==> src/hdl/kcl_pkg.sv <==
package kcl_pkg;

	localparam int CODE_DIGITS = 4;

	localparam int KEY_W    = 4;
	localparam int TICK_W   = 11;
	localparam int TRIES_W  = 7;
	localparam int USER_W   = 2;
	localparam int STATE_W  = 3;
	localparam int DIGS_W   = 3;
	localparam int CODE_W   = 16;
	localparam int PADDR_W  = 5;
	localparam int PDATA_W  = 32;

	localparam logic [KEY_W-1:0] KEY_BACK   = 4'd10;
	localparam logic [KEY_W-1:0] KEY_ZERO   = 4'd11;
	localparam logic [KEY_W-1:0] KEY_ENTER  = 4'd12;
	localparam logic [KEY_W-1:0] EMPTY_MARK = 4'd10;

	localparam logic [USER_W-1:0] USER_A    = 2'd0;
	localparam logic [USER_W-1:0] USER_B    = 2'd1;
	localparam logic [USER_W-1:0] USER_C    = 2'd2;
	localparam logic [USER_W-1:0] NO_USER   = 2'd3;

	localparam logic REQ_KEY  = 1'b0;
	localparam logic REQ_TICK = 1'b1;

	localparam logic [STATE_W-1:0] LS_RESET  = 3'd0;
	localparam logic [STATE_W-1:0] LS_ENTRY  = 3'd1;
	localparam logic [STATE_W-1:0] LS_CHECK  = 3'd2;
	localparam logic [STATE_W-1:0] LS_OPEN   = 3'd3;
	localparam logic [STATE_W-1:0] LS_DENIED = 3'd4;

	localparam logic [CODE_W-1:0]  CODE_A_RST   = 16'd9252;
	localparam logic [CODE_W-1:0]  CODE_B_RST   = 16'd12827;
	localparam logic [CODE_W-1:0]  CODE_C_RST   = 16'd26505;
	localparam logic [TICK_W-1:0]  ENTRY_TO_RST = 11'd1250;
	localparam logic [TICK_W-1:0]  HOLD_RST     = 11'd1250;
	localparam logic [TRIES_W-1:0] ALARM_RST    = 7'd4;
	localparam logic [TRIES_W-1:0] WRAP_RST     = 7'd100;

	typedef enum logic [4:0] {
		ST_RESET  = 5'b00001,
		ST_ENTRY  = 5'b00010,
		ST_CHECK  = 5'b00100,
		ST_OPEN   = 5'b01000,
		ST_DENIED = 5'b10000
	} lock_st_t;

	typedef enum logic [2:0] {
		REG_CODE_A   = 3'd0,
		REG_CODE_B   = 3'd1,
		REG_CODE_C   = 3'd2,
		REG_ENTRY_TO = 3'd3,
		REG_HOLD     = 3'd4,
		REG_ALARM    = 3'd5,
		REG_WRAP     = 3'd6
	} reg_idx_t;

	function automatic logic [STATE_W-1:0] state_code(lock_st_t st);
		logic [STATE_W-1:0] c;
		case (st)
			ST_ENTRY:  c = LS_ENTRY;
			ST_CHECK:  c = LS_CHECK;
			ST_OPEN:   c = LS_OPEN;
			ST_DENIED: c = LS_DENIED;
			default:   c = LS_RESET;
		endcase
		return c;
	endfunction

endpackage

==> src/hdl/kcl_req_if.sv <==
interface kcl_req_if import kcl_pkg::*; ();
	logic             valid;
	logic             ready;
	logic             req_type;
	logic [KEY_W-1:0] key_code;

	modport source (output valid, req_type, key_code, input ready);
	modport sink   (input valid, req_type, key_code, output ready);
endinterface

==> src/hdl/kcl_res_if.sv <==
interface kcl_res_if import kcl_pkg::*; ();
	logic               valid;
	logic               ready;
	logic [STATE_W-1:0] lock_state;
	logic               relay_on;
	logic               alarm_on;
	logic [DIGS_W-1:0]  digits_entered;
	logic [USER_W-1:0]  matched_user;
	logic [TRIES_W-1:0] wrong_try_total;

	modport source (output valid, lock_state, relay_on, alarm_on, digits_entered,
		matched_user, wrong_try_total, input ready);
	modport sink   (input valid, lock_state, relay_on, alarm_on, digits_entered,
		matched_user, wrong_try_total, output ready);
endinterface

==> src/hdl/keypad_code_lock_controller.sv <==
// Keypad code lock. Each item on req is a key press or a timer tick; each one
// produces exactly one status item on res. One item is taken per clock cycle
// while res is not stalled: an item is captured in the input register, runs
// through the state update and lands in the result register, which drives
// res.valid. A stalled res holds the input register, and req.ready drops only
// once both are full. Registers on the APB port (4-byte stride): 0 code_a,
// 1 code_b, 2 code_c, 3 entry_timeout_ticks, 4 hold_ticks, 5 alarm_threshold,
// 6 tries_wrap. Write them only while idle.
module keypad_code_lock_controller import kcl_pkg::*; (
	input  logic               clk,
	input  logic               arst_n,
	kcl_req_if.sink            req,
	kcl_res_if.source          res,
	input  logic               psel,
	input  logic               penable,
	input  logic               pwrite,
	input  logic [PADDR_W-1:0] paddr,
	input  logic [PDATA_W-1:0] pwdata,
	output logic [PDATA_W-1:0] prdata,
	output logic               pready
);

	localparam int CNT_W = $clog2(CODE_DIGITS + 1);
	localparam int EXT_W = 4 * CODE_DIGITS + CODE_W;

	// configuration
	logic [CODE_W-1:0]  code_a_q, code_b_q, code_c_q;
	logic [TICK_W-1:0]  entry_to_q, hold_q;
	logic [TRIES_W-1:0] alarm_thr_q, wrap_q;
	logic               cfg_wr;

	assign pready = 1'b1;
	assign cfg_wr = psel && penable && pwrite;

	always_ff @(posedge clk or negedge arst_n) begin
		if (!arst_n) begin
			code_a_q    <= CODE_A_RST;
			code_b_q    <= CODE_B_RST;
			code_c_q    <= CODE_C_RST;
			entry_to_q  <= ENTRY_TO_RST;
			hold_q      <= HOLD_RST;
			alarm_thr_q <= ALARM_RST;
			wrap_q      <= WRAP_RST;
		end else if (cfg_wr) begin
			case (reg_idx_t'(paddr[4:2]))
				REG_CODE_A:   code_a_q    <= pwdata[CODE_W-1:0];
				REG_CODE_B:   code_b_q    <= pwdata[CODE_W-1:0];
				REG_CODE_C:   code_c_q    <= pwdata[CODE_W-1:0];
				REG_ENTRY_TO: entry_to_q  <= pwdata[TICK_W-1:0];
				REG_HOLD:     hold_q      <= pwdata[TICK_W-1:0];
				REG_ALARM:    alarm_thr_q <= pwdata[TRIES_W-1:0];
				REG_WRAP:     wrap_q      <= pwdata[TRIES_W-1:0];
				default: ;
			endcase
		end
	end

	always_comb begin
		case (reg_idx_t'(paddr[4:2]))
			REG_CODE_A:   prdata = PDATA_W'(code_a_q);
			REG_CODE_B:   prdata = PDATA_W'(code_b_q);
			REG_CODE_C:   prdata = PDATA_W'(code_c_q);
			REG_ENTRY_TO: prdata = PDATA_W'(entry_to_q);
			REG_HOLD:     prdata = PDATA_W'(hold_q);
			REG_ALARM:    prdata = PDATA_W'(alarm_thr_q);
			REG_WRAP:     prdata = PDATA_W'(wrap_q);
			default:      prdata = '0;
		endcase
	end

	// input register and handshake
	logic             valid_s1;
	logic             req_type_s1;
	logic [KEY_W-1:0] key_code_s1;
	logic             res_valid_q;
	logic             adv;
	logic             fire;

	assign adv       = !res_valid_q || res.ready;
	assign fire      = valid_s1 && adv;
	assign req.ready = !valid_s1 || adv;
	assign res.valid = res_valid_q;

	always_ff @(posedge clk or negedge arst_n) begin
		if (!arst_n) begin
			valid_s1 <= 1'b0;
		end else if (req.ready) begin
			valid_s1 <= req.valid;
		end
	end

	always_ff @(posedge clk) begin
		if (req.valid && req.ready) begin
			req_type_s1 <= req.req_type;
			key_code_s1 <= req.key_code;
		end
	end

	// lock state
	lock_st_t           st_q, st_d;
	logic [KEY_W-1:0]   buf_q [CODE_DIGITS];
	logic [KEY_W-1:0]   buf_d [CODE_DIGITS];
	logic [CNT_W-1:0]   cnt_q, cnt_d;
	logic [TICK_W-1:0]  tick_q, tick_d, tick_inc;
	logic [TRIES_W-1:0] tries_q, tries_d, tries_inc;
	logic               relay_q, relay_d;
	logic               alarm_q, alarm_d;
	logic [USER_W-1:0]  user_q, user_d;
	logic               is_tick;
	logic               is_digit;
	logic               match_a, match_b, match_c;

	function automatic logic code_match(logic [CODE_W-1:0] code,
		logic [KEY_W-1:0] digs [CODE_DIGITS]);
		logic [EXT_W-1:0] ext;
		logic             ok;
		ext = {{(4 * CODE_DIGITS){1'b0}}, code};
		ok  = 1'b1;
		for (int i = 0; i < CODE_DIGITS; i++) begin
			if (ext[4*i +: 4] != digs[i])
				ok = 1'b0;
		end
		return ok;
	endfunction

	assign is_tick   = (req_type_s1 == REQ_TICK);
	assign is_digit  = key_code_s1 inside {[4'd1:4'd9], KEY_ZERO};
	assign tick_inc  = tick_q + 1'b1;
	assign tries_inc = tries_q + 1'b1;
	assign match_a   = code_match(code_a_q, buf_q);
	assign match_b   = code_match(code_b_q, buf_q);
	assign match_c   = code_match(code_c_q, buf_q);

	always_comb begin
		st_d    = st_q;
		buf_d   = buf_q;
		cnt_d   = cnt_q;
		tick_d  = tick_q;
		tries_d = tries_q;
		relay_d = relay_q;
		alarm_d = alarm_q;
		user_d  = user_q;
		case (st_q)
			ST_ENTRY: begin
				if (!is_tick) begin
					if (key_code_s1 == KEY_ENTER) begin
						st_d = ST_CHECK;
					end else if (key_code_s1 == KEY_BACK) begin
						if (cnt_q != '0) begin
							for (int i = 0; i < CODE_DIGITS; i++) begin
								if (CNT_W'(i) == cnt_q - 1'b1)
									buf_d[i] = EMPTY_MARK;
							end
							cnt_d = cnt_q - 1'b1;
						end
					end else if (is_digit) begin
						if (cnt_q < CNT_W'(CODE_DIGITS)) begin
							for (int i = 0; i < CODE_DIGITS; i++) begin
								if (CNT_W'(i) == cnt_q)
									buf_d[i] = key_code_s1;
							end
							cnt_d = cnt_q + 1'b1;
						end
					end
					if (cnt_d == '0)
						tick_d = '0;
				end else if (cnt_q == '0) begin
					tick_d = '0;
				end else if (tick_inc >= entry_to_q) begin
					st_d    = ST_RESET;
					tick_d  = '0;
					relay_d = 1'b0;
					alarm_d = 1'b0;
					user_d  = NO_USER;
				end else begin
					tick_d = tick_inc;
				end
			end
			ST_CHECK: begin
				tick_d = '0;
				if (match_a || match_b || match_c) begin
					st_d    = ST_OPEN;
					relay_d = 1'b1;
					tries_d = '0;
					user_d  = match_a ? USER_A : (match_b ? USER_B : USER_C);
				end else begin
					st_d    = ST_DENIED;
					user_d  = NO_USER;
					tries_d = (tries_inc == wrap_q) ? '0 : tries_inc;
					if (tries_d > alarm_thr_q)
						alarm_d = 1'b1;
				end
			end
			ST_OPEN, ST_DENIED: begin
				if (is_tick) begin
					if (tick_inc >= hold_q) begin
						st_d    = ST_RESET;
						tick_d  = '0;
						relay_d = 1'b0;
						alarm_d = 1'b0;
						user_d  = NO_USER;
					end else begin
						tick_d = tick_inc;
					end
				end
			end
			default: begin
				for (int i = 0; i < CODE_DIGITS; i++)
					buf_d[i] = EMPTY_MARK;
				cnt_d  = '0;
				tick_d = '0;
				st_d   = ST_ENTRY;
			end
		endcase
	end

	always_ff @(posedge clk or negedge arst_n) begin
		if (!arst_n) begin
			st_q    <= ST_RESET;
			for (int i = 0; i < CODE_DIGITS; i++)
				buf_q[i] <= EMPTY_MARK;
			cnt_q   <= '0;
			tick_q  <= '0;
			tries_q <= '0;
			relay_q <= 1'b0;
			alarm_q <= 1'b0;
			user_q  <= NO_USER;
		end else if (fire) begin
			st_q    <= st_d;
			buf_q   <= buf_d;
			cnt_q   <= cnt_d;
			tick_q  <= tick_d;
			tries_q <= tries_d;
			relay_q <= relay_d;
			alarm_q <= alarm_d;
			user_q  <= user_d;
		end
	end

	// result register
	always_ff @(posedge clk or negedge arst_n) begin
		if (!arst_n) begin
			res_valid_q <= 1'b0;
		end else if (adv) begin
			res_valid_q <= valid_s1;
		end
	end

	always_ff @(posedge clk) begin
		if (fire) begin
			res.lock_state      <= state_code(st_d);
			res.relay_on        <= relay_d;
			res.alarm_on        <= alarm_d;
			res.digits_entered  <= DIGS_W'(cnt_d);
			res.matched_user    <= user_d;
			res.wrong_try_total <= tries_d;
		end
	end

	a_relay_user: assert property (@(posedge clk) disable iff (!arst_n)
		relay_q == (user_q != NO_USER))
		else $error("relay and matched user disagree");

	a_open_relay: assert property (@(posedge clk) disable iff (!arst_n)
		((st_q == ST_OPEN) |-> relay_q) and ((st_q == ST_DENIED) |-> !relay_q))
		else $error("relay does not follow open/denied");

	a_cnt_range: assert property (@(posedge clk) disable iff (!arst_n)
		cnt_q <= CNT_W'(CODE_DIGITS))
		else $error("digit count beyond buffer depth");

	a_idle_tick: assert property (@(posedge clk) disable iff (!arst_n)
		(st_q == ST_ENTRY && tick_q != '0) |-> cnt_q != '0)
		else $error("entry timer running on empty buffer");

	a_stall_hold: assert property (@(posedge clk) disable iff (!arst_n)
		(res.valid && !res.ready) |=> $stable(st_q) && $stable(tries_q))
		else $error("state advanced while result stalled");

endmodule

==> src/flat_wrapper.sv <==
// flat-port wrapper written by rule: the top's interface ports become plain ports
module keypad_code_lock_controller_flat import kcl_pkg::*;
  (clk, arst_n, psel, penable, pwrite, paddr, pwdata, prdata, pready, req_valid, req_req_type, req_key_code, req_ready, res_valid, res_lock_state, res_relay_on, res_alarm_on, res_digits_entered, res_matched_user, res_wrong_try_total, res_ready);
  kcl_req_if req_i ();
  kcl_res_if res_i ();
  input  logic clk;
  input  logic arst_n;
  input  logic psel;
  input  logic penable;
  input  logic pwrite;
  input  logic [PADDR_W-1:0] paddr;
  input  logic [PDATA_W-1:0] pwdata;
  output logic [PDATA_W-1:0] prdata;
  output logic pready;
  input wire logic [$bits(req_i.valid)-1:0] req_valid;
  input wire logic [$bits(req_i.req_type)-1:0] req_req_type;
  input wire logic [$bits(req_i.key_code)-1:0] req_key_code;
  output wire logic [$bits(req_i.ready)-1:0] req_ready;
  output wire logic [$bits(res_i.valid)-1:0] res_valid;
  output wire logic [$bits(res_i.lock_state)-1:0] res_lock_state;
  output wire logic [$bits(res_i.relay_on)-1:0] res_relay_on;
  output wire logic [$bits(res_i.alarm_on)-1:0] res_alarm_on;
  output wire logic [$bits(res_i.digits_entered)-1:0] res_digits_entered;
  output wire logic [$bits(res_i.matched_user)-1:0] res_matched_user;
  output wire logic [$bits(res_i.wrong_try_total)-1:0] res_wrong_try_total;
  input wire logic [$bits(res_i.ready)-1:0] res_ready;
  assign req_i.valid = req_valid;
  assign req_i.req_type = req_req_type;
  assign req_i.key_code = req_key_code;
  assign req_ready = req_i.ready;
  assign res_valid = res_i.valid;
  assign res_lock_state = res_i.lock_state;
  assign res_relay_on = res_i.relay_on;
  assign res_alarm_on = res_i.alarm_on;
  assign res_digits_entered = res_i.digits_entered;
  assign res_matched_user = res_i.matched_user;
  assign res_wrong_try_total = res_i.wrong_try_total;
  assign res_i.ready = res_ready;
  keypad_code_lock_controller u_core (.clk(clk), .arst_n(arst_n), .req(req_i), .res(res_i), .psel(psel), .penable(penable), .pwrite(pwrite), .paddr(paddr), .pwdata(pwdata), .prdata(prdata), .pready(pready));
endmodule
==> config.mk <==
export PLATFORM = sky130hd
export DESIGN_NAME = keypad_code_lock_controller_flat
export DESIGN_NICKNAME = d
export VERILOG_FILES = /design/src/hdl/kcl_pkg.sv /design/src/hdl/kcl_req_if.sv /design/src/hdl/kcl_res_if.sv /design/src/hdl/keypad_code_lock_controller.sv /design/src/flat_wrapper.sv
export SDC_FILE = /design/constraint.sdc
export NUM_CORES = 1
export LEC_CHECK = 0
export ABC_AREA = 1
export BUFFER_PORTS_ARGS = -buffer_cell sky130_fd_sc_hd__buf_2
export CAP_MARGIN = 20
export CORE_ASPECT_RATIO = 1.2
export CORE_MARGIN = 3
export CORE_UTILIZATION = 50
export DETAILED_ROUTE_END_ITERATION = 16
export HOLD_SLACK_MARGIN = 0.06
export PLACE_DENSITY_LB_ADDON = 0.1
export RECOVER_POWER = 50
export SETUP_SLACK_MARGIN = 0.02
export SLEW_MARGIN = 40
export SYNTH_ARGS = -nofsm -noshare
export SYNTH_HDL_FRONTEND = slang
export SYNTH_SLANG_ARGS = --single-unit
==> constraint.sdc <==
create_clock -name clk -period 2.8 [get_ports clk]
set_input_delay 0.28 -clock clk [delete_from_list [all_inputs] [get_ports clk]]
set_output_delay 0.28 -clock clk [all_outputs]
set_load 0.005 [all_outputs]
# --- Word-level counts from Yosys, hierarchy flattened ---
# Cells that the tools add are included.
op_classes:
  add_sub_neg: 4
  mul: 0
  div: 0
  order_cmp: 6
  n_eq_ne: 51
  shifts: 0
  n_mux: 80
  bitwise: 1
  reduce_logical: 31
ops:
  columns: ["operator", "count"]
  rows:
  - ["$pmux W16 S7", 1]
  - ["$mux W16", 6]
  - ["$mux W11", 6]
  - ["$ne A4 B4 Y1", 12]
  - ["$reduce_and A9 Y1", 4]
  - ["$mux W5", 7]
  - ["$mux W4", 8]
  - ["$pmux W16 S2", 1]
  - ["$mux W1", 25]
  - ["$mux W3", 8]
  - ["$ge A11 B11 Y1", 2]
  - ["$pmux W11 S2", 1]
  - ["$mux W7", 3]
  - ["$ne A3 B1 Y1 const B", 7]
  - ["$mux W2", 8]
  - ["$ne A3 B3 Y1 const B", 5]
  - ["$pmux W5 S3", 1]
  - ["$reduce_and A2 Y1", 7]
  - ["$eq A2 B3 Y1 const A", 4]
  - ["$eq A4 B4 Y1 const B", 3]
  - ["$logic_not A3 Y1", 4]
  - ["$pmux W3 S4", 1]
  - ["$add A11 B1 Y11 const B", 1]
  - ["$eq A5 B2 Y1 const B", 2]
  - ["29 further kinds", 46]
totals:
  regBits: 154
  latch_bits: 0
  ram_bits: 0
  mem_bits_ro: 0
  output_inout_bits: 52
  wordCells: 201
  mem_count: 0

# --- Logic depth before layout (Yosys ltp) ---
# Gate-level depths: netlist (run 1).
logic_depth:
  depth_word: 12
  mapped_depth: 23
  ltp_nobuf: 23

# --- Least setup slack after synthesis (run 1) ---
# OpenSTA, ideal clock, no wires.
synth_path:
  kind: "flip-flop to flip-flop"
  startpoint: "register u_core.tick_q[3]"
  endpoint: "register u_core.res.alarm_on (data pin)"
  setup_time_ns: 0.255
  arrival_ns: 2.388
  required_time_ns: 2.545
  setup_slack_ns: 0.157
  path_stages_with_launch: 18
  n_path_buf: 0
  synth_period_minus_slack_ns: 2.643
  path_cell_list: "dfrtp_1 > inv_1 > nor3_1 > nand2_1 > nor3_1 > xor2_1 > inv_1 > ha_1 > nand2_1 > nor2_1 > nand2_1 > nor2_1 > nor2_1 > nand2_1 > nand2_1 > nand2_1 > nand4_2 > and2_1"
synth_via:
  elab_chain_cells: 6
  elab_cells_between_ends: 9
  cone_classes: "1 x add/sub; 2 x order compare; 6 x mux"
synth_lines:
  columns: ["item", "line_no", "source"]
  rows:
  - ["start: declaration", "keypad_code_lock_controller.sv:104", "logic [TICK_W-1:0] tick_q, tick_d, tick_inc;"]
  - ["start signal: assignment", "keypad_code_lock_controller.sv:232", "tick_q <= tick_d;"]
  - ["$add A11 B1 Y11 *", "keypad_code_lock_controller.sv:128", "assign tick_inc = tick_q + 1'b1;"]
  - ["$ge A11 B11 Y1", "keypad_code_lock_controller.sv:169", "end else if (tick_inc >= entry_to_q) begin"]
  - ["$mux W1", "keypad_code_lock_controller.sv:169", null]
  - ["$mux W1", "keypad_code_lock_controller.sv:167", "end else if (cnt_q == '0) begin"]
  - ["$mux W1", "keypad_code_lock_controller.sv:145", "if (!is_tick) begin"]
  - ["$pmux W1 S3 *", "keypad_code_lock_controller.sv:143", "case (st_q)"]
  - ["via u_core.alarm_d", "keypad_code_lock_controller.sv:107", "logic alarm_q, alarm_d;"]
  - ["end signal: assignment", "keypad_code_lock_controller.sv:253", "res.alarm_on <= alarm_d;"]
  - ["end: declaration", "kcl_res_if.sv:11", "modport source (output valid, lock_state, relay_on, alarm_on, digits_entered,"]
# The timed path passes the listed nets; every way through them passes the cells marked *.
# A chain may end at the register's enable or synchronous reset.

# --- Final worst setup path (run 1) ---
layout_path:
  startpoint: "register u_core.tries_q[0]"
  endpoint: "register u_core.res.alarm_on (data pin)"
layout_via:
  elab_chain_cells: 7
layout_lines:
  columns: ["item", "line_no", "source"]
  rows:
  - ["start: declaration", "keypad_code_lock_controller.sv:105", "logic [TRIES_W-1:0] tries_q, tries_d, tries_inc;"]
  - ["start signal: assignment", "keypad_code_lock_controller.sv:233", "tries_q <= tries_d;"]
  - ["$add A7 B1 Y7 *", "keypad_code_lock_controller.sv:129", "assign tries_inc = tries_q + 1'b1;"]
  - ["$eq A7 B7 Y1", "keypad_code_lock_controller.sv:189", "tries_d = (tries_inc == wrap_q) ? '0 : tries_inc;"]
  - ["$mux W7 *", "keypad_code_lock_controller.sv:189", null]
  - ["$gt A7 B7 Y1 *", "keypad_code_lock_controller.sv:190", "if (tries_d > alarm_thr_q)"]
  - ["$mux W1 *", "keypad_code_lock_controller.sv:190", null]
  - ["$mux W1 *", "keypad_code_lock_controller.sv:181", "if (match_a || match_b || match_c) begin"]
  - ["$pmux W1 S3 *", "keypad_code_lock_controller.sv:143", null]
  - ["via u_core.alarm_d", "keypad_code_lock_controller.sv:107", null]
# Marked as above.

==> results.txt, run 1 <==
Share of synthesized registers carrying an async set or reset = 85.7%
Share of layout cells above drive strength 1 = 23.0%
Yosys cell types = 46
Worst R2R Start = u_core.tries_q[0]
Clock tree buffer depth = 2
WP data required = 2.99 ns
Initial DRC count = 454
Final hold viol count = 0
Placed cells = 1540
Leading post-synthesis cells by cell area = dfrtp_1 24%, nand2_1 17%, dfstp_2 12%
Clock tree from TritonCTS = built
Footprint of the multi-input gates = 4910 um^2
Fin crit share = 99.2%
EDFF count, synth = 22
Register area share after synthesis = 43.0%
Vias in the first global route = 7814
H-tree level count = 4
IO Pins = 101
PwrDens = 774 nW/um^2
RePlAce Congestion = 0.860
Leak = 5.66 nW
Worst path max stage delay = 0.42 ns
CP most frequent cell = nand2_1
Fin crit period = 2.78 ns
Max Slew Vio Count = 0
Largest net degree at the start of global routing = 71
Vias/cell = 5.12
Yosys warning count = 0
Cell taking the most area after synthesis = dfrtp_1
Starting Density = 51.2%
Via count = 8146
ANT nets after route = 0
Detailed Route WL = 24.4 mm
Syn_area_per_cell = 7.56 um^2
Initial antenna violation count = 0
Worst-Skew Late Latency = 0.43 ns
Layout area overhead = 21.5%
FMAX = 360 MHz
Setup-failing EPs final = 0
Hold Crit Start = pwdata[12]
Type of origin of the critical path = flop
Worst Hold Class = input pin to flop
DRC = 0
Die area = 20400 um^2
Status = completed
Critical Path Fanout Max = 5
FF+latch area = 4020 um^2
Worst-path clk slew = 0.06 ns
Worst setup path start = u_core.tries_q[0]
Mapped cell area = 9340 um^2
CP Class = flop to flop
Final cell count without fillers = 1591
First-pass GRT wire length = 39.3 mm
Slowest-stage cell, CP = dfrtp_1
Root Driver = clkbuf_16
Minimum hold slack = 0.0884 ns
CTS Buf Count = 17
Synth Flop Type = dfrtp_1
Crit-path cells = ha_4 -> xnor2_2 -> nand2_1 -> nor2_1 -> nand2_1 -> nor2_2 -> nand3_2 -> buf_6 -> nand2_2 -> inv_2 -> ha_4 -> inv_2 -> buf_4 -> nor3_2 -> a22oi_2 -> nand2_1 -> nand2_2 -> and2_4
Fill cells = 1661
Critical Path AT = 2.97 ns
TritonRoute pass-1 iters = 5
RSZ-0062 raised after global routing = true
Worst-margin pin slew = 1.36 ns
Synth top area share = 23.6%
DP Wirelength = 17.4 mm
Final setup TNS = 0 ns
Gr usage total = 24.5%
Wire per inst = 15.3 um
Gr ovfl total = 0
Slew HR = 9.22%
Antenna cells = 0
CTS Sinks = 154
Die Height = 156 um
FP Rows = 54
Register bit total from synthesis = 154
Worst setup EP type = flop
Layout Nets = 1441
Number of buffers added on ports = 65
Post-Syn Instances = 1235
Peak supply drop = 0.472 mV
Core Footprint = 18200 um^2
Max-cap violation count = 0
Die W = 131 um
Final Skew = 0.0103 ns
-- worst paths after layout --
kind	end	slack [ns]	cells after the start
worst max-delay path	u_core.res.alarm_on	0.02	18
worst min-delay path	u_core.code_b_q[12]	0.09	3
worst max register to register	u_core.res.alarm_on	0.02	18
worst min register to register	u_core.user_q[1]	0.46	2
max in group asynchronous	u_core.code_b_q[6]	0.51	3
min in group asynchronous	u_core.alarm_thr_q[4]	0.64	2
-- cell usage after synthesis, types with 7 or more instances --
master    number
a21oi_1       16
a221oi_1       8
buf_2          9
buf_4         19
clkbuf_1      14
dfrtp_1       88
dfstp_2       44
edfxtp_1      22
ha_1          37
inv_1        172
inv_2         12
nand2_1      429
nand2_2        9
nand3_1       40
nand4_1        7
nor2_1        78
nor2_2         7
o21ai_0       99
o21ai_1       27
o221ai_1       8
o22ai_1       14
xnor2_1       14
xor2_1        12
-- report_power, final --
group | total [W] | internal, W | switching (W)
Clock | 0.00248 | 0.00154 | 0.000936
Combinational | 0.00297 | 0.00114 | 0.00183
Sequential | 0.00334 | 0.00288 | 0.000459
-- state kept, by name, indices dropped and copies added (netlist names), 4 cells and up --
name and count:
u_core.alarm_thr_q 7, u_core.buf_q 16, u_core.code_a_q 16, u_core.code_b_q 16, u_core.code_c_q 16, u_core.entry_to_q 11, u_core.hold_q 11, u_core.key_code_s1 4
u_core.res.wrong_try_total 7, u_core.st_q 5, u_core.tick_q 11, u_core.tries_q 7, u_core.wrap_q 7
-- worst max-delay path: cells and delay by family, from the launching register on --
| family | cells | cell delay (ns) |
|---|---|---|
| adder cells (fa/ha/maj) | 2 | 0.53 |
| AO/OA/AOI/OAI | 1 | 0.11 |
| XOR/XNOR | 1 | 0.13 |
| flip-flops | 1 | 0.42 |
| AND/OR/NAND/NOR | 10 | 0.96 |
| buffers and inverters | 4 | 0.36 |
-- area by class of cell --
type | count | share of cell area [%]
tap | 224 | 2.47
clock inverter | 11 | 1.49
clock buffer | 20 | 4.03
sequential | 154 | 35.4
inverter | 184 | 6.13
timing repair buffer | 130 | 7.22
multi-input combinational | 868 | 43.3
-- cells by family (layout without fill, tap and decap cells) --
family,after synthesis,after routing,synth area share [%]
simple gates,601,601,27.7
other cells,2,17,0.0804
buf+inv,228,345,10.2
xor+xnor,27,27,2.61
compound gates,186,186,11.4
fa+ha+maj,37,37,4.96
flops,154,154,43.0
-- cell usage in the layout, fill, tap and decap left out, types with 16 or more instances in the layout --
cell type,n
buf_4,45
conb_1,17
dfrtp_1,88
inv_2,22
clkbuf_1,24
nor2_2,16
nand3_1,36
ha_1,23
inv_1,160
o21ai_1,25
edfxtp_1,22
buf_2,47
o21ai_0,98
nor2_1,64
nand2_2,29
nand2_1,402
dfstp_2,44
clkbuf_16,18
-- stage by stage --
stage | worst slack, ns | total power [W] | utilization (%) | area, um^2
final | 0.0227 | 0.00878 | 62.2 | 11400
after global routing | -0.183 | 0.00939 | 62.2 | 11400
after CTS | -0.00461 | 0.00862 | 60.2 | 11000
after detailed placement | -0.261 | 0.00605 | 55.3 | 10100
after global placement | -0.201 | 0.00598 | 55.3 | 10100
after floorplan | 0.157 | 0.00523 | - | 9400
-- metal layers --
metal / vias up / track usage [%] / routed length [um]
met1: 3831 / 32.3 / 10800
li1: 4132 / - / -
met5: - / 0 / 0
met2: 148 / 41.4 / 12300
met3: 35 / 3.84 / 779
met4: 0 / 7.94 / 548
-- repair_timing --
| item | CTS | global route |
|---|---|---|
| endpoints found under the setup margin | 24 | 27 |
| pin swaps | 28 | 44 |
| setup buffers | 7 | 7 |
| hold buffers | 7 | 0 |
| resized for setup | 30 | 95 |
| endpoints found under the hold margin | 34 | 0 |
| gates cloned | 0 | 0 |
Note: power is estimated with default switching activity, not from simulation.
==> inputs of run 2 (changes only) <==
Settings changed: REMOVE_ABC_BUFFERS from default to 1, SKIP_CTS_REPAIR_TIMING from default to 1.
==> results.txt, run 2 (same netlist as run 1, synthesis figures left out) <==
Die Height = 156 um
Status = finished with violations
Clock tree from TritonCTS = built
Gr ovfl total = 0
Share of layout cells above drive strength 1 = 19.9%
Leak = 5.51 nW
Critical Path Fanout Max = 4
ANT nets after route = 0
H-tree level count = 4
Max-cap violation count = 1
WP data required = 3.00 ns
TritonRoute pass-1 iters = 5
Worst setup EP type = flop
Die area = 20400 um^2
Core Footprint = 18200 um^2
Setup-failing EPs final = 16
Worst-path clk slew = 0.06 ns
Flop2flop setup slack = -0.15 ns
Failing checks = capacitance limit, slew limit, setup timing
RR Endpoint = u_core.res.alarm_on
CTS Sinks = 154
Final Skew = 0.00675 ns
Critical Path AT = 3.15 ns
Wire per inst = 15.0 um
Root Driver = clkbuf_16
Commonest cells after routing, fill and taps aside = 412 x nand2_1, 172 x inv_1, 95 x o21ai_0
Die W = 131 um
Overall power = 0.00841 W
DRC = 0
Clock tree buffer depth = 2
Worst-margin pin slew = 1.64 ns
Peak supply drop = 0.521 mV
DR WL met3 = 778 um
Final cell count without fillers = 1583
RSZ-0062 raised after global routing = true
Worst R2R Start = u_core.tick_q[2]
Type of origin of the critical path = flop
Layout area overhead = 17.4%
IO Pins = 101
Layout Nets = 1432
Cells on Worst Hold Path = 3
Detailed Route WL = 23.8 mm
Via count = 7991
Fin crit period = 2.95 ns
Hold worst-path end = u_core.valid_s1
Number of buffers added on ports = 65
DP Wirelength = 17.6 mm
Initial DRC count = 458
RePlAce Congestion = 0.833
FMAX = 339 MHz
Initial antenna violation count = 0
FP Rows = 54
Met2 wire length = 11.8 mm
CTS Buf Count = 17
Final hold viol count = 0
Gr usage total = 24.0%
Largest net degree at the start of global routing = 61
Vias in the first global route = 7617
Metal-1 WL = 10.4 mm
First-pass GRT wire length = 38.1 mm
Hold Crit Start = req_valid
Placed cells = 1541
PwrDens = 767 nW/um^2
Antenna cells = 0
Worst-Skew Late Latency = 0.43 ns
Final worst slack = -0.152 ns
Reg2reg path depth = 17
Fin crit share = 105%
Top metal layer carrying routed signals = met4
Max Slew Vio Count = 61
Slew HR = -9.11%
Starting Density = 51.2%
Most common cell after layout, fill and taps aside = nand2_1
Vias/cell = 5.05
Worst Hold Class = input pin to flop
CP Class = flop to flop
==> run 2: changes by cell type in the layout (fill, tap and decap cells not counted), moves of 6 or more <==
cell	change
buf_4	-9
ha_1	+11
ha_4	-9
inv_1	+12
inv_2	-11
nand2_1	+10
nand2_2	-6
==> run 2: worst max-delay path, stage by stage (launching register included) <==
cell and delay, ns:
dfrtp_1 0.39, nand2_1 0.08, nor3_2 0.20, nand2_1 0.11
nor3_2 0.19, xor2_1 0.26, inv_1 0.12, ha_1 0.29
nand2_1 0.06, nor2_2 0.15, nand2_1 0.07, nor2_1 0.11
nor2_2 0.06, nand2_2 0.14, nand2_2 0.09, nand2_2 0.10
nand4_4 0.13, and2_4 0.16
==> run 2: worst max path at each step <==
| stage | from | end | cells past startpoint |
|---|---|---|---|
| final | u_core.tick_q[2] | u_core.res.alarm_on | 17 |
| after global routing | u_core.tick_q[2] | u_core.res.lock_state[0] | 18 |
| after CTS | u_core.tick_q[3] | u_core.res.alarm_on | 18 |
| after detailed placement | u_core.tick_q[3] | u_core.res.alarm_on | 18 |
| after global placement | u_core.tick_q[2] | u_core.res.lock_state[1] | 20 |
| after floorplan | u_core.tick_q[3] | u_core.res.alarm_on | 17 |
==> run 2: metrics by stage <==
| step | TNS [ns] | utilization (%) | setup slack (ns) | instance area, um^2 | hold slack (ns) |
|---|---|---|---|---|---|
| after global routing | -6.16 | 60.1 | -0.325 | 11000 | 0.0866 |
| after CTS | -2.23 | 58.4 | -0.206 | 10700 | -0.151 |
| after detailed placement | -1.59 | 55.3 | -0.172 | 10100 | 0.311 |
| after global placement | -1.16 | 55.3 | -0.135 | 10100 | 0.312 |
| after floorplan | 0 | - | 0.157 | 9140 | -0.0156 |
| final | -1.33 | 60.1 | -0.152 | 11000 | 0.0584 |
==> run 2: layout make-up <==
type / instances / area, um^2
clock buffers: 20 / 447
clock inverters: 12 / 115
fillers: 1685 / 7270
inverters: 184 / 693
multi-input cells: 868 / 4680
flip-flops and latches: 154 / 4020
well taps: 224 / 280
repair buffers: 121 / 738
==> run 2: metal layers <==
layer / GRT usage [%] / vias up
met5: 0 / -
met4: 9.55 / 0
met3: 4.28 / 49
met2: 40.6 / 164
met1: 30.4 / 3659
li1: - / 4119
==> run 2: power by group <==
group / internal [W] / switching [W]
Clock: 0.00125 / 0.000980
Combinational: 0.00109 / 0.00176
Sequential: 0.00288 / 0.000450
Total: 0.00522 / 0.00319
==> inputs of run 3 (changes only) <==
Settings changed: ABC_AREA 1 to default.
==> results.txt, run 3 <==
Starting Density = 51.3%
RSZ-0062 raised after global routing = true
Crit-path cells = and3_4 -> and3_4 -> and3_4 -> and3_4 -> xnor2_2 -> inv_2 -> ha_4 -> nand4_1 -> or4_4 -> a21boi_2 -> buf_6 -> nor2_4 -> a21o_1 -> mux2_4
Yosys cell types = 75
Fin crit period = 3.09 ns
Die Height = 153 um
Gr ovfl total = 0
Layout Nets = 1066
Detailed Route WL = 23.0 mm
Most common cell after layout, fill and taps aside = dfrtp_1
Met1 Use GR = 29.9%
Slew HR = 7.17%
Type of origin of the critical path = flop
Met2 Usage GRT = 40.7%
Number of buffers added on ports = 65
DRC = 0
Gr busiest metal = met2
Initial antenna violation count = 0
FMAX = 324 MHz
Die area = 19700 um^2
Cells on Worst Hold Path = 2
Delay-heaviest family, CP = simple AND/OR/NAND/NOR gates
Post-DP Area = 9900 um^2
FP Rows = 53
Most numerous cell in the Yosys netlist = dfrtp_1
Placed cells = 1170
Post-Syn Instances = 860
Wire per inst = 18.9 um
Final hold viol count = 0
Root Driver = clkbuf_16
Reg2reg path depth = 14
EDFF count, synth = 22
Commonest cells after routing, fill and taps aside = 88 x dfrtp_1, 79 x nand2_1, 65 x buf_4
Clock tree from TritonCTS = built
Slowest-stage cell, CP = or4_4
CP most frequent cell = and3_4
Final cell count without fillers = 1213
Status = finished with violations
Clock tree buffer depth = 2
Worst path max stage delay = 0.45 ns
Number of cells on the critical path = 14
Worst-margin pin slew = 1.39 ns
Die W = 129 um
TritonRoute pass-1 iters = 5
Vias/cell = 5.66
Vias in the first global route = 6948
Antenna cells = 0
PwrDens = 654 nW/um^2
Share of synthesized registers carrying an async set or reset = 85.7%
Leading post-synthesis cells by cell area = dfrtp_1 24%, dfstp_2 13%, mux2_2 8.1%
Post-synth top cells = 88 x dfrtp_1, 79 x nand2_1, 65 x mux2_2
CP Class = flop to flop
Initial DRC count = 518
Via count = 6863
Final worst slack = -0.287 ns
IO Pins = 101
H-tree level count = 4
Max Slew Vio Count = 0
Gr usage total = 23.6%
Mapped cell area = 9050 um^2
Worst setup EP type = flop
Core Footprint = 17600 um^2
Final Instance Area = 10800 um^2
Worst Hold Class = input pin to flop
Critical Path Fanout Max = 8
Leak = 4.90 nW
Bufs and invs on worst path = 2
Fin crit share = 110%
First-pass GRT wire length = 36.5 mm
DP Wirelength = 17.2 mm
Share of layout cells above drive strength 1 = 33.9%
CTS Sinks = 154
CTS Buf Count = 17
Failing checks = setup timing
Critical Path AT = 3.40 ns
Layout area overhead = 19.0%
Setup-failing EPs final = 26
ANT nets after route = 0
Syn_area_per_cell = 10.5 um^2
Register bit total from synthesis = 154
Largest net degree at the start of global routing = 82
Worst-Skew Late Latency = 0.44 ns
Yosys warning count = 0
Synth Flop Type = dfrtp_1
RePlAce Congestion = 0.853
WP data required = 3.12 ns
Register area share after synthesis = 44.4%
Max-cap violation count = 0
Synth top area share = 24.3%
Worst-path clk slew = 0.07 ns
Final Skew = 0.0115 ns
Global Route met3 Usage = 3.77%
Peak supply drop = 0.457 mV
Cell taking the most area after synthesis = dfrtp_1
-- run 3: metal layers --
metal / wire (um) / part of all wire (%)
met5: 0 / 0
met4: 578 / 2.5
met3: 751 / 3.3
met2: 11800 / 52
met1: 9790 / 43
-- run 3: power breakdown --
part	total, W	leakage, nW	internal (W)	switching, W
combinational	0.00168	2.83	0.000792	0.000887
clock	0.00219	0.274	0.00117	0.00103
sequential	0.00317	1.80	0.00277	0.000399
total	0.00704	4.90	0.00473	0.00231
-- run 3: path summary, 6_finish.rpt --
check                                  from             endpoint  slack, ns
setup / recovery           u_core.tick_q[2]       u_core.st_q[4]      -0.29
hold / removal                   pwdata[12]  u_core.code_a_q[12]       0.09
setup reg to reg           u_core.tick_q[2]       u_core.st_q[4]      -0.29
hold reg to reg             u_core.valid_s1     u_core.res.valid       0.51
max in group asynchronous            arst_n   u_core.code_a_q[7]       0.25
min in group asynchronous            arst_n    u_core.tries_q[0]       0.69
-- run 3: cells by family (layout without fill, tap and decap cells) --
family | Yosys count | after routing | share of synthesized area, %
DFF | 154 | 154 | 44.4
xor gates and xnor gates | 72 | 72 | 7.44
other | 2 | 17 | 0.0830
and+or+nand+nor | 236 | 236 | 13.2
muxes | 97 | 97 | 12.3
adders and majority gates | 37 | 37 | 5.12
buffers and inverters | 93 | 211 | 5.05
AOI/OAI and AO/OA | 169 | 169 | 12.4
-- run 3: cell type report --
cell class / instances / area [um^2]
Clock buffer: 17 / 425
Timing Repair Buffer: 143 / 923
Tap cell: 220 / 275
Inverter: 36 / 135
Sequential cell: 154 / 4020
Clock inverter: 15 / 133
Multi-Input combinational cell: 628 / 4850
Fill cell: 1469 / 6880
-- run 3: stage by stage --
step	power [W]	hold slack (ns)	util, %	worst slack (ns)	TNS, ns
6_report	0.00704	0.0943	61.0	-0.287	-5.27
5_1_grt	0.00742	0.0921	61.0	-0.407	-13.29
4_1_cts	0.00705	-0.252	59.3	-0.598	-12.35
3_5_place_dp	0.00483	0.212	56.1	-0.574	-11.66
3_3_place_gp	0.00476	0.205	56.1	-0.465	-9.38
2_1_floorplan	0.00418	-0.0156	-	-0.668	-12.46
